===== src/hdl/lcs_pkg.sv =====
package lcs_pkg;

    localparam int COLUMN_OFFSET = 4;
    localparam int PAGE_COUNT    = 4;
    localparam int QUEUE_DEPTH   = 2;

    // operation codes
    localparam logic [1:0] OP_DATA    = 2'd0;
    localparam logic [1:0] OP_COMMAND = 2'd1;
    localparam logic [1:0] OP_ADDRESS = 2'd2;
    localparam logic [1:0] OP_ENCODED = 2'd3;

    // symbolic command ids
    localparam logic [4:0] CMD_DISPLAY_ON  = 5'd0;
    localparam logic [4:0] CMD_REVERSE     = 5'd1;
    localparam logic [4:0] CMD_ENTIRE_ON   = 5'd2;
    localparam logic [4:0] CMD_BIAS        = 5'd3;
    localparam logic [4:0] CMD_ADC         = 5'd4;
    localparam logic [4:0] CMD_SCAN_DIR    = 5'd5;
    localparam logic [4:0] CMD_START_LINE  = 5'd6;
    localparam logic [4:0] CMD_PAGE_ADDR   = 5'd7;
    localparam logic [4:0] CMD_POWER_CTRL  = 5'd8;
    localparam logic [4:0] CMD_REG_RATIO   = 5'd9;
    localparam logic [4:0] CMD_COL_UPPER   = 5'd10;
    localparam logic [4:0] CMD_COL_LOWER   = 5'd11;
    localparam logic [4:0] CMD_RMW_END     = 5'd12;
    localparam logic [4:0] CMD_RESET       = 5'd13;
    localparam logic [4:0] CMD_RMW         = 5'd14;
    localparam logic [4:0] CMD_VOLUME_MODE = 5'd15;
    localparam logic [4:0] CMD_NOP         = 5'd16;

    typedef struct packed {
        logic [1:0] operation;
        logic [7:0] byte_value;
        logic [6:0] column;
        logic [1:0] page;
        logic [4:0] command_id;
        logic [7:0] command_arg;
    } t_in_item;

    typedef struct packed {
        logic serial_bit;
        logic data_select;
        logic byte_end;
        logic last;
    } t_out_item;

    // one classified transaction: one or three bytes, first byte in [23:16]
    typedef struct packed {
        logic        three_bytes;
        logic        data_select;
        logic [23:0] bytes;
    } t_job;

    typedef struct packed {
        logic       full;
        logic       empty;
        logic [1:0] count;
    } t_q_status;

endpackage


===== src/hdl/lcs_front.sv =====
module lcs_front import lcs_pkg::*; (
    input  logic      i_clk,
    input  logic      i_rst_n,
    input  logic      i_cfg_we,
    input  logic      i_cfg_data,
    input  logic      i_valid,
    input  t_in_item  i_item,
    input  t_q_status i_q_status,
    output logic      o_stall,
    output logic      o_push,
    output t_job      o_job
);

    logic       r_reversed;
    logic [7:0] col;
    logic [7:0] page_cmd;

    function automatic logic [7:0] encode(input logic [4:0] id, input logic [7:0] arg);
        logic on;
        on = (arg != 8'd0);
        case (id)
            CMD_DISPLAY_ON:  encode = on ? 8'hAF : 8'hAE;
            CMD_REVERSE:     encode = on ? 8'hA6 : 8'hA7;
            CMD_ENTIRE_ON:   encode = on ? 8'hA5 : 8'hA4;
            CMD_BIAS:        encode = on ? 8'hA3 : 8'hA2;
            CMD_ADC:         encode = on ? 8'hA0 : 8'hA1;
            CMD_SCAN_DIR:    encode = on ? 8'hC8 : 8'hC0;
            CMD_START_LINE:  encode = 8'h40 | {2'b00, arg[5:0]};
            CMD_PAGE_ADDR:   encode = 8'hB0 | {4'h0, arg[3:0]};
            CMD_POWER_CTRL:  encode = 8'h28 | {4'h0, arg[3:0]};
            CMD_REG_RATIO:   encode = 8'h20 | {4'h0, arg[3:0]};
            CMD_COL_UPPER:   encode = 8'h10 | {4'h0, arg[3:0]};
            CMD_COL_LOWER:   encode = {4'h0, arg[3:0]};
            CMD_RMW_END:     encode = 8'hEE;
            CMD_RESET:       encode = 8'hE2;
            CMD_RMW:         encode = 8'hE0;
            CMD_VOLUME_MODE: encode = 8'h81;
            CMD_NOP:         encode = 8'hE3;
            default:         encode = 8'hE3;
        endcase
    endfunction

    always_ff @(posedge i_clk) begin
        if (!i_rst_n) begin
            r_reversed <= 1'b0;
        end else if (i_cfg_we) begin
            r_reversed <= i_cfg_data;
        end
    end

    assign o_stall = i_q_status.full;
    assign o_push  = i_valid && !i_q_status.full;

    always_comb begin
        col      = {1'b0, i_item.column};
        if (!r_reversed) begin
            col = col + 8'(COLUMN_OFFSET);
        end
        page_cmd = 8'hB0 + 8'(i_item.page % PAGE_COUNT);

        o_job = '0;
        case (i_item.operation)
            OP_DATA: begin
                o_job.data_select = 1'b1;
                o_job.bytes       = {i_item.byte_value, 16'h0000};
            end
            OP_COMMAND: begin
                o_job.bytes       = {i_item.byte_value, 16'h0000};
            end
            OP_ADDRESS: begin
                o_job.three_bytes = 1'b1;
                o_job.bytes       = {page_cmd, 8'h10 + {4'h0, col[7:4]}, {4'h0, col[3:0]}};
            end
            OP_ENCODED: begin
                o_job.bytes = {encode(i_item.command_id, i_item.command_arg), 16'h0000};
            end
            default: begin
                o_job = '0;
            end
        endcase
    end

endmodule


===== src/hdl/lcs_queue.sv =====
module lcs_queue import lcs_pkg::*; (
    input  logic      i_clk,
    input  logic      i_rst_n,
    input  logic      i_push,
    input  t_job      i_job,
    input  logic      i_pop,
    output t_job      o_job,
    output t_q_status o_status
);

    t_job       r_mem [QUEUE_DEPTH];
    logic       r_wr_ptr;
    logic       r_rd_ptr;
    logic [1:0] r_count;

    assign o_job           = r_mem[r_rd_ptr];
    assign o_status.count  = r_count;
    assign o_status.full   = (r_count == 2'(QUEUE_DEPTH));
    assign o_status.empty  = (r_count == 2'd0);

    always_ff @(posedge i_clk) begin
        if (i_push) begin
            r_mem[r_wr_ptr] <= i_job;
        end
    end

    always_ff @(posedge i_clk) begin
        if (!i_rst_n) begin
            r_wr_ptr <= 1'b0;
            r_rd_ptr <= 1'b0;
            r_count  <= 2'd0;
        end else begin
            if (i_push) begin
                r_wr_ptr <= !r_wr_ptr;
            end
            if (i_pop) begin
                r_rd_ptr <= !r_rd_ptr;
            end
            case ({i_push, i_pop})
                2'b10:   r_count <= r_count + 2'd1;
                2'b01:   r_count <= r_count - 2'd1;
                default: r_count <= r_count;
            endcase
        end
    end

endmodule


===== src/hdl/lcs_back.sv =====
module lcs_back import lcs_pkg::*; (
    input  logic      i_clk,
    input  logic      i_rst_n,
    input  t_q_status i_q_status,
    input  t_job      i_job,
    output logic      o_pop,
    input  logic      i_stall,
    output logic      o_valid,
    output t_out_item o_item
);

    logic [23:0] r_shift;
    logic [4:0]  r_left;
    logic [2:0]  r_bit;
    logic        r_ds;
    logic        r_out_valid;
    t_out_item   r_out;
    logic        advance;

    assign advance = !r_out_valid || !i_stall;
    assign o_pop   = !i_q_status.empty &&
                     ((r_left == 5'd0) || (advance && r_left == 5'd1));
    assign o_valid = r_out_valid;
    assign o_item  = r_out;

    always_ff @(posedge i_clk) begin
        if (!i_rst_n) begin
            r_left      <= 5'd0;
            r_bit       <= 3'd0;
            r_out_valid <= 1'b0;
        end else begin
            if (advance) begin
                r_out_valid <= (r_left != 5'd0);
                if (r_left != 5'd0) begin
                    r_out.serial_bit  <= r_shift[23];
                    r_out.data_select <= r_ds;
                    r_out.byte_end    <= (r_bit == 3'd7);
                    r_out.last        <= (r_left == 5'd1);
                end
            end
            // a pop replaces the finished job, otherwise shift on
            if (o_pop) begin
                r_shift <= i_job.bytes;
                r_ds    <= i_job.data_select;
                r_left  <= i_job.three_bytes ? 5'd24 : 5'd8;
                r_bit   <= 3'd0;
            end else if (advance && r_left != 5'd0) begin
                r_shift <= {r_shift[22:0], 1'b0};
                r_left  <= r_left - 5'd1;
                r_bit   <= r_bit + 3'd1;
            end
        end
    end

endmodule


===== src/hdl/lcd_command_serializer.sv =====
// lcd_command_serializer
// Turns LCD operation requests into a bit-serial command/data stream.
// Input channel (i_valid / o_stall, payload i_item): one transaction is one
//   operation: data byte, raw command, set address (three command bytes) or
//   an encoded symbolic command. Accepted when i_valid is high and o_stall low.
// Output channel (o_valid / i_stall, payload o_item): one transaction per bit,
//   MSB first, with register select, end-of-byte and end-of-run marks.
// Config: i_cfg_we / i_cfg_data write the reversed bit (mirrored display, no
//   column offset). Write only while the block is idle.
// Path: each accepted item goes job queue -> shift register -> output register.
// Throughput: one output bit per cycle unless the output stalls; an item is
//   8 bits (24 for set address), shifted out by the single shift register. A
//   2-entry job queue lets the front accept new transactions while bits go out.
// Reset (synchronous, active low): queue and serializer empty, reversed = 0.
// Output stall: the output register holds its bit; the serializer freezes and
//   the input stalls once the job queue fills.
module lcd_command_serializer import lcs_pkg::*; (
    input  logic      i_clk,
    input  logic      i_rst_n,
    input  logic      i_cfg_we,
    input  logic      i_cfg_data,
    input  logic      i_valid,
    output logic      o_stall,
    input  t_in_item  i_item,
    output logic      o_valid,
    input  logic      i_stall,
    output t_out_item o_item
);

    t_q_status q_status;
    t_job      push_job;
    t_job      head_job;
    logic      push;
    logic      pop;

    // front: config register, classify and encode each transaction
    lcs_front u_front (
        .i_clk      (i_clk),
        .i_rst_n    (i_rst_n),
        .i_cfg_we   (i_cfg_we),
        .i_cfg_data (i_cfg_data),
        .i_valid    (i_valid),
        .i_item     (i_item),
        .i_q_status (q_status),
        .o_stall    (o_stall),
        .o_push     (push),
        .o_job      (push_job)
    );

    // decouples the accept side from the bit shifter
    lcs_queue u_queue (
        .i_clk    (i_clk),
        .i_rst_n  (i_rst_n),
        .i_push   (push),
        .i_job    (push_job),
        .i_pop    (pop),
        .o_job    (head_job),
        .o_status (q_status)
    );

    // back: shifts each job out one bit per cycle, unless the output stalls, into the output register
    lcs_back u_back (
        .i_clk      (i_clk),
        .i_rst_n    (i_rst_n),
        .i_q_status (q_status),
        .i_job      (head_job),
        .o_pop      (pop),
        .i_stall    (i_stall),
        .o_valid    (o_valid),
        .o_item     (o_item)
    );

    // a run always ends on a byte boundary
    a_last_on_byte_end: assert property (@(posedge i_clk) disable iff (!i_rst_n)
        o_valid |-> (!o_item.last || o_item.byte_end))
        else $error("last mark away from byte end");

    // queue count never exceeds its depth
    a_queue_bound: assert property (@(posedge i_clk) disable iff (!i_rst_n)
        q_status.count <= 2'(QUEUE_DEPTH))
        else $error("job queue overflow");

    // nothing is popped from an empty queue
    a_no_empty_pop: assert property (@(posedge i_clk) disable iff (!i_rst_n)
        pop |-> !q_status.empty)
        else $error("pop from empty queue");

    // output is empty right after reset
    a_reset_clears: assert property (@(posedge i_clk)
        !i_rst_n |=> !o_valid)
        else $error("output valid after reset");

endmodule


===== config.mk =====
export PLATFORM = sky130hd
export DESIGN_NAME = lcd_command_serializer
export DESIGN_NICKNAME = d
export VERILOG_FILES = /design/src/hdl/lcs_pkg.sv /design/src/hdl/lcs_front.sv /design/src/hdl/lcs_queue.sv /design/src/hdl/lcs_back.sv /design/src/hdl/lcd_command_serializer.sv
export SDC_FILE = /design/constraint.sdc
export NUM_CORES = 1
export LEC_CHECK = 0
export BUFFER_PORTS_ARGS = -buffer_cell sky130_fd_sc_hd__buf_2
export CAP_MARGIN = 20
export CORE_ASPECT_RATIO = 0.5
export CORE_MARGIN = 5
export CORE_UTILIZATION = 55
export CTS_CLUSTER_SIZE = 24
export DETAILED_ROUTE_END_ITERATION = 10
export HOLD_SLACK_MARGIN = 0.06
export PLACE_DENSITY = 0.83
export SKIP_LAST_GASP = 1
export SYNTH_ARGS = -nofsm -noshare
export SYNTH_HDL_FRONTEND = slang
export SYNTH_SLANG_ARGS = --single-unit

===== constraint.sdc =====
create_clock -name i_clk -period 6.3 [get_ports i_clk]
set_input_delay 1.26 -clock i_clk [delete_from_list [all_inputs] [get_ports i_clk]]
set_output_delay 1.26 -clock i_clk [all_outputs]
set_load 0.1 [all_outputs]

==> results of run 1 <==
==> layout make-up <==
cell class,instances,area share
flip-flops and latches,80,0.5356
multi-input cells,192,0.3047
clock buffers,12,0.05623
repair buffers,44,0.05296
well taps,88,0.02618
clock inverters,4,0.01636
inverters,9,0.008033
==> stage by stage <==
step                      total power, mW  instances  worst slack, ns
after global routing                2.176        429            2.912
after global placement              1.485        413            2.890
after floorplan                     1.381        292            3.562
after detailed placement            1.532        413            2.752
after CTS                           2.070        429            3.086
final                               2.057        429            3.095
==> worst paths after layout <==
kind	startpoint	to	slack [ns]
setup / recovery	i_stall	u_back.r_shift[22]	3.09
hold reg to reg	u_back.r_shift[23]	u_back.o_item[3]	0.46
hold / removal	u_back.r_shift[23]	u_back.o_item[3]	0.46
setup reg to reg	u_back.r_left[1]	u_back.r_shift[22]	3.53
==> cell usage in the layout, fill, tap and decap left out, drive strengths merged, types with 7 or more instances in the layout <==
master	n
nand2	25
and2	9
ha	7
dfxtp	15
nor2	25
buf	44
o21ai	20
a21oi	15
mux2i	24
clkbuf	12
edfxtp	65
inv	8
==> power groups by stage <==
stage          clock (mW)  combinational (mW)  sequential, mW
4_1_cts             0.537               0.624           0.909
6_report            0.527               0.622           0.907
5_1_grt             0.566               0.684           0.927
3_5_place_dp            0               0.616           0.916
3_3_place_gp            0               0.583           0.902
2_1_floorplan           0               0.448           0.933
==> logic make-up (layout without fill, tap and decap cells) <==
group | after synthesis | in the layout | share of synthesized area
buffers and inverters | 20 | 69 | 0.02385
AO/OA/AOI/OAI | 60 | 60 | 0.1103
multiplexers | 27 | 27 | 0.07570
AND/OR/NAND/NOR | 87 | 87 | 0.1172
adder cells (fa/ha/maj) | 7 | 7 | 0.02420
XOR/XNOR | 11 | 11 | 0.02662
flip-flops | 80 | 80 | 0.6222
==> state kept, by name (all words and copies together), names as in the netlist, named ones only <==
name                cells
u_queue.r_mem          36
u_back.r_shift         24
u_back.r_left           5
u_back.o_item           4
u_back.r_bit            3
u_queue.r_count         2
u_back.o_valid          1
u_back.r_ds             1
u_front.r_reversed      1
u_queue.r_rd_ptr        1
u_queue.r_wr_ptr        1
==> routing by layer <==
layer / GRT usage / wire (µm) / up-vias
met2: 0.3353 / 3512 / 80
li1: - / - / 1167
met1: 0.2234 / 3124 / 1176
met4: 0.04918 / 96 / 0
met3: 0.05292 / 391 / 12
met5: 0 / 0 / -
==> critical path: cells and delay by family <==
kind / cells / cell delay [ns]
AOI/OAI and AO/OA: 3 / 1.54
buffers and inverters: 2 / 0.34
==> metrics list, run 1 <==
- Status: finished clean
* Detailed Route Iter0 Violations: 116
- STA puts the critical path data required time at between 6 and 7 ns.
* First-pass GRT wire length: roughly 12000 µm
- The tree is rooted in a clkbuf_16.
- Number of placement rows: 20
- Kind of critical path: in2reg
* Final-layout fill cell count: 474
- The analysis attributes to net switching a power of between 0.6 and 0.7 mW.
- Leak: around 1.6 nW
- Post-Place Cell Area: about 3900 µm²
- First-pass iteration count of the detailed router: 4
* Slew @ Worst Pin: 1.081 ns
- Per-instance average area after synthesis: 12.40 µm²
- After clock tree synthesis, the clock-pin slew on the worst setup and hold paths is about 0.050 ns.
- Final design instance area without fill: 4205 µm²
- DP HPWL: around 5000 µm
* Aggregate negative setup slack: 0 ns
- Internal power: around 1.4 mW
* Largest stage delay on the critical path: between 0.8 and 0.9 ns
* Gate power share: 0.302
- Master of the slowest instance on the critical path: o21a_1
* Startpoint kind of the worst setup timing path: primary input
- At the end of routability-driven placement, the weighted congestion stood at about 0.9.
- Synth async-reset ratio: 0
* Drt wl/cell: between 15 and 20 µm
* Boundary Pins: 44
* H-tree depth reported by CTS: 3
- Setup violations remaining at the end of the flow were counted as 0.
- Counting every net in the synthesized netlist gives roughly 340.
- By area the synthesized netlist is led by edfxtp_1 54%, dfxtp_1 8.3%, mux2i_1 6.6%.
- Final hold violation count: 0
- Count of inserted antenna diode cells: 0
* Final hold slack: ~0.46 ns
- STA classifies the critical path endpoint as a flip-flop.
- In this run the vertical extent of the chip is roughly 67 µm.
- Footprint of the flip-flops and latches: approximately 2300 µm²
- Of the total power, the share spent switching nets is 0.3335.
- Post-synthesis cell type with the largest combined area: edfxtp_1
- For this run the aggregate overflow at the end of global routing stands at 0.
- Across every metal layer, demand over resource in global routing totals 0.1852.
- Insertion delay of the later-clocked pin in the worst-skew pair: between 0.3 and 0.4 ns
- For this design, the CTS-stage hold fixing added 0 buffers.
- Of the total power, the clock network draws 0.256.
- Across the routed clock network, the largest skew measured is 0.004612 ns.
- Once detail routing completed, the nets flagged for antenna violations numbered 0.
* Area used by multi-input combinational logic: approximately 1300 µm²
* Number of cells on the worst hold path: 0
* Register bit total from synthesis: 80
- After detailed routing, the number of remaining DRC violations is 0.
- Critical-path cell list: buf_2 -> a21boi_1 -> o221ai_4 -> inv_1 -> o21a_1
* Number of warning messages in the yosys log: 0
- The commonest cells after synthesis are 65 x edfxtp_1, 25 x nand2_1, 25 x nor2_1, 24 x mux2i_1, 15 x dfxtp_1.
- The number of global-route vias before repair is between 2000 and 3000.
- In the synthesized netlist, the number of instances is slightly below 300.
- Final core utilization: 0.6749
- Number of buffers between clock root and the deepest sink: 2
* Port buffer count: 43
* Number of enable-type register cells in the synthesized netlist: 65
* Fmax: 312.0 MHz
* Arr. time, crit path: between 3 and 4 ns
- After floorplanning, the core was sized to cover 6231 µm².
- Number of cells on the worst reg-to-reg path: 6
- Of the available clock period, the critical path in the final layout requires 0.5088.
* Proportion of power drawn by flip-flops and latches: 0.441
- DIE AREA: 8402 µm²
* Clock Sinks: 80
- In this run the horizontal extent of the chip is approximately 120 µm.
* Hold/Removal Path Class: reg2reg
* Total number of nets in the final design: between 300 and 400
* Vias after detailed routing: 2435
* Post CTS Setup Buffer Count: 0
* Via density per instance: about 5.7
* Post-synthesis instance area: roughly 3600 µm²
* Count of pins over their slew limit: 0
* TritonCTS clock tree: yes
- Setup repair after global routing left no endpoint under its margin.
* Cell with the most instances after synthesis: edfxtp_1
- Proportion of synthesized chip area in sequential cells: 0.6222
- The number of antenna violations at the first check in global routing is 0.
- Share of layout cells above drive strength 1: 0.1935
- Of all nets on the critical path, the largest fanout is 46.
- Top flip-flop cell by instance count after synthesis: edfxtp_1
* Peak supply drop: ~0.21 mV
- Compared with the post-synthesis result, the final layout area differs by 16.18%.
- Time the final worst path needs with I/O delays and setup: around 3.2 ns
- The initial utilization of the core area, before any placement, comes to 0.5809.
- Worst-case headroom to the max-slew limit: 0.2780
- Largest net degree at the start of global routing: 47
- # Max-Cap Violations: 0
- Buffers inserted during clock tree synthesis total 9.
- Post-CTS repair changed the size of 0 cells.
- In this run, distinct cell masters in the synthesized netlist total 47.
- Of the post-synthesis cell area, the dominant cell type holds 0.5392.
- In this run the power density over the cells is just under 500 nW/µm².
- DRT Wirelength: approximately 7000 µm
Power figures use the tool's default switching activity.
==> run 2, diff against run 1 <==
==> constraint.sdc (replaced) <==
create_clock -name i_clk -period 3.3 [get_ports i_clk]
set_input_delay 0.66 -clock i_clk [delete_from_list [all_inputs] [get_ports i_clk]]
set_output_delay 0.66 -clock i_clk [all_outputs]
set_load 0.1 [all_outputs]
==> metrics list, run 2 (same netlist as run 1, synthesis figures left out) <==
- The multi-input gate area in the final layout is 1281 µm² (unchanged).
- Status: finished clean (unchanged).
* Leak: 1.618 nW (was 1.608 nW)
- The horizontal die dimension came to 124.7 µm (unchanged).
- The clock transition at the register clock pins on the worst setup and hold paths after CTS is 0.06 ns (was 0.05 ns).
* Port buffer count: 43 (unchanged)
- Tcrit/Tclk final: 0.6546
- Clock tree root buffer cell: clkbuf_16 (unchanged)
- The relative max-transition margin is 0.4267 (was 0.2780).
* CTS buffer count: 9 (unchanged)
- The largest vdd supply drop came to 0.4822 mV (was 0.2119 mV).
- First-pass iteration count of the detailed router: 4 (unchanged)
- The wire length of the first global-routing pass was 11450 µm (was 12050 µm).
* Startpoint kind of the worst setup timing path: flip-flop (was primary input)
* Detailed Route Iter0 Violations: 201 (was 116)
- The fraction of layout cells with a size suffix above 1 came to 0.2122 (was 0.1935).
* DP HPWL: 4760 µm (was 4980 µm)
* Via count of the first global-routing pass: 2379 (was 2519)
- The kind of end point of the critical path is a flip-flop (unchanged).
- The hold buffer count at CTS was 0 (unchanged).
- Detailed-route wire length on metal 1: 3175 µm (was 3124 µm)
- The pin slew with the least headroom to its limit is 0.8599 ns (was 1.081 ns).
- The synthesis-to-finish area growth was 16.25% (was 16.18%).
* Number of placement rows: 20 (unchanged)
- The count of final setup violators was 0 (unchanged).
* Commonest non-fill, non-tap cell in the layout: edfxtp_1 (unchanged)
- Vertical die dimension: 67.37 µm (unchanged)
- The routed wire length per instance was 16.02 µm (was 16.61 µm).
- The worst hold-check path type is reg2reg (unchanged).
- The routability-driven placement congestion ratio was 0.9295 (was 0.9133).
- Largest registers: u_queue.r_mem (36), u_back.r_shift (24), u_back.r_left (5) (unchanged).
- The remaining number of nets flagged by the antenna check after routing was 0 (unchanged).
- DRT Wirelength: 6919 µm (was 7125 µm)
- Area inside the core boundary: 6231 µm² (unchanged)
* # Max-Cap Violations: 0 (unchanged)
- The maximum number of pins on one net before global-route repair is 46 (was 47).
- The top routing layer in use is met4 (unchanged).
- Time the final worst path needs with I/O delays and setup: ~2.2 ns
- The number of flip-flops in the largest register came to 36 (unchanged).
- The register area came to 2252 µm² (unchanged).
- The total global-route track usage came to 0.1756 (was 0.1852).
* Aggregate negative setup slack: 0 ns (unchanged)
* Arr. time, crit path: 2.16 ns (was 3.14 ns)
- Boundary Pins: 44 (unchanged)
- Antenna violations before repair: 0 (unchanged)
* Final hold violation count: 0 (unchanged)
* Total number of nets in the final design: 384 (was 381)
* DIE AREA: 8402 µm² (unchanged)
* Met2 wire length: 3323 µm (was 3512 µm)
- RSZ-0062 raised after global routing: false (unchanged).
- The DRC violations left came to 0 (unchanged).
- The clock tree skew after final layout was 0.009401 ns (was 0.004612 ns).
* Final-layout fill cell count: 445 (was 474)
* Fmax: between 400 and 500 MHz
- The initial core utilization was 0.5809 (unchanged).
- Post-cts resize count: 0 (unchanged)
- The final antenna diode count is 0 (unchanged).
* Data required time at the worst endpoint: 3.30 ns (was 6.24 ns)
- The clock tree from TritonCTS is yes (unchanged).
* Insertion delay of the later-clocked pin in the worst-skew pair: 0.33 ns (was 0.32 ns)
- The count of clock tree sinks was 80 (unchanged).
- The via count came to 2368 (was 2435).
- Number of buffers between clock root and the deepest sink: 2 (unchanged)
- Worst Path Max Fanout: 24 (was 46)
- Via density per instance: 5.481 (was 5.676)
* Kind of critical path: reg2reg (was in2reg)
- The hold slack was 0.4244 ns (was 0.4572 ns).
- The largest register by flop count is u_queue.r_mem (unchanged).
- Power density relative to cell area: 914.9 nW/µm² (was 489.1 nW/µm²)
* H-tree depth reported by CTS: 3 (unchanged)
- Top library cells by usage in the layout, fill and taps aside: 65 x edfxtp_1, 43 x buf_2, 25 x nand2_1, 25 x nor2_1, 24 x mux2i_1 (unchanged).
* Count of pins over their slew limit: 0 (unchanged)
* Met3 Routed Length: 378 µm (was 391 µm)
- The final global-route overflow total came to 0 (unchanged).
- The number of buffers added for setup after CTS was 0 (unchanged).
run 2: cell types whose count changed in the layout (fill, tap and decap cells not counted), sizes merged:
cell	previous run	this run
inv	8	13
buf	44	47
clkbuf	12	9
bufinv	2	0
run 2: final timing paths:
check,from,endpoint,slack [ns],cells past startpoint
min reg2reg,u_back.r_shift[23],u_back.o_item[3],0.42,0
min,u_back.r_shift[23],u_back.o_item[3],0.42,0
max,u_back.r_left[0],u_back.r_shift[19],1.14,6
max reg2reg,u_back.r_left[0],u_back.r_shift[19],1.14,6
run 2: area by class of cell:
| type | count | area share |
|---|---|---|
| Clock buffer | 9 | 0.05352 |
| Clock inverter | 7 | 0.01427 |
| Inverter | 9 | 0.008029 |
| Multi-Input combinational cell | 192 | 0.3045 |
| Sequential cell | 80 | 0.5352 |
| Tap cell | 88 | 0.02617 |
| Timing Repair Buffer | 47 | 0.05828 |
run 2: routing by layer:
layer | global-route usage | up-vias
met5 | 0 | -
met4 | 0.04645 | 0
met3 | 0.05608 | 5
met2 | 0.3044 | 74
met1 | 0.2183 | 1114
li1 | - | 1175
run 2: power breakdown:
part	internal [mW]	switching, mW	leakage [nW]	total (mW)
Combinational	0.440	0.785	0.733	1.23
Clock	0.525	0.415	0.143	0.940
Sequential	1.53	0.154	0.742	1.68
run 2: worst max-delay path, stage by stage, from the launching register on:
cell and delay [ns]:
dfxtp_1 0.40, inv_1 0.09, ha_1 0.27, nor4b_2 0.21
a21oi_2 0.38, o21a_1 0.17, buf_4 0.30
run 2: metrics by stage:
stage               utilization  setup slack (ns)  std cells  total power, mW  area (µm²)
detailed placement       0.6295             1.153        416            2.923        3923
floorplan                     -            0.8408        292            2.636        3620
global placement         0.6295             1.242        416            2.859        3923
global route             0.6753             1.058        432            4.074        4208
finish                   0.6753             1.140        432            3.850        4208
CTS                      0.6753             1.135        432            3.873        4208
==> run 3, diff against run 2 <==
==> constraint.sdc (replaced) <==
create_clock -name i_clk -period 2.2 [get_ports i_clk]
set_input_delay 0.44 -clock i_clk [delete_from_list [all_inputs] [get_ports i_clk]]
set_output_delay 0.44 -clock i_clk [all_outputs]
set_load 0.1 [all_outputs]
==> metrics list, run 3 (same netlist as run 1, synthesis figures left out) <==
- Overall overflow remaining after global route: 0 (unchanged)
- Port buffer count: 43 (unchanged)
- The kind of end point of the critical path is a flip-flop (unchanged).
- Post-Place Cell Area: 3951 µm² (was 3923 µm²)
* Die boundary width: 124.7 µm (unchanged)
- The worst hold-check path type was in2reg (was reg2reg).
* Power density relative to cell area: 1375 nW/µm² (was 914.9 nW/µm²)
- Top library cells by usage in the layout, fill and taps aside: 65 x edfxtp_1, 43 x buf_2, 25 x nand2_1, 25 x nor2_1, 24 x mux2i_1 (unchanged).
* Antenna violations before repair: 0 (unchanged)
- The largest register by flop count was u_queue.r_mem (unchanged).
- The type of the setup path with the least slack was reg2reg (unchanged).
- Initial Util: 0.5809 (unchanged)
* Clock Sinks: 80 (unchanged)
* Insertion delay of the later-clocked pin in the worst-skew pair: 0.33 ns (about the same)
* Setup slack of the worst register-to-register path: 0.11 ns (was 1.14 ns)
- RSZ-0062 raised after global routing: false (unchanged).
- The number of levels the H-tree was split into was 3 (unchanged).
* Startpoint kind of the worst setup timing path: flip-flop (unchanged)
- Data required time at the worst endpoint: 2.23 ns (was 3.30 ns)
- The final worst-path cycle share came to 0.9490 (was 0.6546).
* Arr. time, crit path: 2.11 ns (was 2.16 ns)
- The post-route standard cell area excluding fillers is 4233 µm² (was 4208 µm²).
* First-pass GRT wire length: 12020 µm (was 11450 µm)
- Clock-pin slew on the worst setup and hold paths: 0.06 ns (about the same)
- Share of layout cells above drive strength 1: 0.2110 (was 0.2122)
- The number of gates given a new drive strength after cts came to 0 (unchanged).
- DRT Wirelength: 6920 µm (was 6919 µm)
- Number of cells on the worst hold path: 3 (was 0)
- The total global-route track usage was 0.1855 (was 0.1756).
* DIE AREA: 8402 µm² (unchanged)
- Launch instance of the worst min-delay path: i_cfg_data (was u_back.r_shift[23])
- Largest registers: u_queue.r_mem (36), u_back.r_shift (24), u_back.r_left (5) (unchanged).
* Flip-flop count of the largest register, all copies and words added: 36 (unchanged)
* TritonCTS clock tree: yes (unchanged)
- Final-layout fill cell count: 416 (was 445)
- Worst r2r src: u_back.r_left[0] (unchanged)
* # Max-Cap Violations: 0 (unchanged)
* Count of inserted antenna diode cells: 0 (unchanged)
- Status: finished clean (unchanged).
* Fmax: 479.0 MHz (was 462.9 MHz)
* Number of buffers between clock root and the deepest sink: 2 (unchanged)
- The reg-to-reg critical path endpoint was u_back.r_shift[19] (unchanged).
- Commonest non-fill, non-tap cell in the layout: edfxtp_1 (unchanged)
* Largest net degree at the start of global routing: 46 (unchanged)
* Post CTS Setup Buffer Count: 0 (unchanged)
* Count of pins over their slew limit: 0 (unchanged)
- Clock tree skew after final layout: 0.007899 ns (was 0.009401 ns)
* Worst Path Max Fanout: 24 (unchanged)
* Residual antenna-violating net count after detailed routing: 0 (unchanged)
- Master of the slowest instance on the critical path: dfxtp_1 (unchanged)
* DRC violations left: 0 (unchanged)
- The routability-driven placement congestion ratio came to 0.9360 (was 0.9295).
- Detailed Route Iter0 Violations: 182 (was 201)
- The total chip power was 5.819 mW (was 3.850 mW).
* Clock tree root buffer cell: clkbuf_16 (unchanged)
- The hold buffer count at CTS was 0 (unchanged).
* Layout-stage area growth over the synthesis result: 16.94% (was 16.25%)
* Total number of nets in the final design: 386 (was 384)
- The final setup TNS was 0 ns (unchanged).
* Final count of negative-setup-slack endpoints: 0 (unchanged)
* Boundary Pins: 44 (unchanged)
* Number of cells on the worst reg-to-reg path: 6 (unchanged)
* Area inside the core boundary: 6231 µm² (unchanged)
- Critical-path cell list: inv_1 -> ha_1 -> nor4b_2 -> a21oi_2 -> o21a_1 -> buf_12 (was inv_1 -> ha_1 -> nor4b_2 -> a21oi_2 -> o21a_1 -> buf_4)
- The relative max-transition margin came to 0.6803 (was 0.4267).
- The via count was 2429 (was 2368).
- The static leakage came to 1.629 nW (was 1.618 nW).
- The pin slew with the least headroom to its limit was 0.4759 ns (was 0.8599 ns).
- Peak supply drop: 0.5784 mV (was 0.4822 mV)
- The hold-critical path endpoint was u_front.r_reversed (was u_back.o_item[3]).
- DP HPWL: 4889 µm (was 4760 µm)
* Number of placement rows: 20 (unchanged)
- The final count of hold timing violations was 0 (unchanged).
- Via density per instance: 5.597 (was 5.481)
- Largest stage delay on the critical path: 0.40 ns (about the same)
- CTS buffer count: 9 (unchanged)
* Vertical die dimension: 67.37 µm (unchanged)
- Drt wl/cell: 15.94 µm (was 16.02 µm)
- Via count of the first global-routing pass: 2534 (was 2379)
* Time the final worst path needs with I/O delays and setup: 2.088 ns (was 2.160 ns)
- The detailed-routing iteration count for the pre-antenna-repair pass came to 4 (unchanged).
-- run 3: cell types whose count changed in the layout (fill, tap and decap cells not counted) --
cell / before / now
inv_8: 1 / 0
bufinv_16: 0 / 1
inv_6: 4 / 0
buf_4: 4 / 5
clkinv_2: 1 / 3
clkbuf_1: 0 / 3
dfxtp_1: 15 / 14
dfxtp_2: 0 / 1
clkinv_4: 1 / 0
buf_12: 0 / 1
-- run 3: critical path: cells and delay by family (launching register included) --
kind / cells / cell delay [ns]
compound gates: 2 / 0.61
simple gates: 1 / 0.21
fa+ha+maj: 1 / 0.27
buf+inv: 2 / 0.28
flops: 1 / 0.40
-- run 3: worst max path at each step --
stage                startpoint            endpoint  cells after the start
2_1_floorplan  u_back.r_left[0]   u_back.r_shift[0]                      5
3_3_place_gp   u_back.r_left[0]  u_back.r_shift[18]                      6
3_5_place_dp   u_back.r_left[0]   u_back.r_shift[0]                      6
4_1_cts        u_back.r_left[0]  u_back.r_shift[18]                      6
5_1_grt        u_back.r_left[0]  u_back.r_shift[17]                      6
6_report       u_back.r_left[0]  u_back.r_shift[19]                      6
-- run 3: layer usage --
| metal | share of wire | global-route usage | wire length (µm) |
|---|---|---|---|
| met5 | 0 | 0 | 0 |
| met4 | 0.019 | 0.06148 | 131 |
| met2 | 0.48 | 0.3259 | 3299 |
| met3 | 0.074 | 0.07425 | 511 |
| met1 | 0.43 | 0.2131 | 2978 |
-- run 3: through the flow --
step / cells / setup WS, ns / util / hold slack (ns)
after global placement: 418 / 0.2796 / 0.6341 / 0.4304
after detailed placement: 418 / 0.1450 / 0.6341 / 0.4296
after floorplan: 292 / 0.002179 / - / 0.4003
after CTS: 434 / 0.1208 / 0.6793 / 0.3658
after global routing: 434 / 0.005648 / 0.6793 / 0.4066
final: 434 / 0.1123 / 0.6793 / 0.3712
-- run 3: area by class of cell --
type	count	area, µm²	share of cell area
Tap cell	88	110.1	0.02601
Clock inverter	4	45.04	0.01064
Inverter	9	33.78	0.007981
Clock buffer	12	236.5	0.05587
Sequential cell	80	2253	0.5324
Timing Repair Buffer	49	272.8	0.06444
Multi-Input combinational cell	192	1281	0.3027
-- run 3: power breakdown --
part | total, mW | switching [mW] | internal [mW] | leakage [nW]
Clock | 1.40 | 0.526 | 0.873 | 0.140
Sequential | 2.52 | 0.220 | 2.30 | 0.742
Combinational | 1.91 | 1.21 | 0.692 | 0.747
Total | 5.82 | 1.96 | 3.86 | 1.63
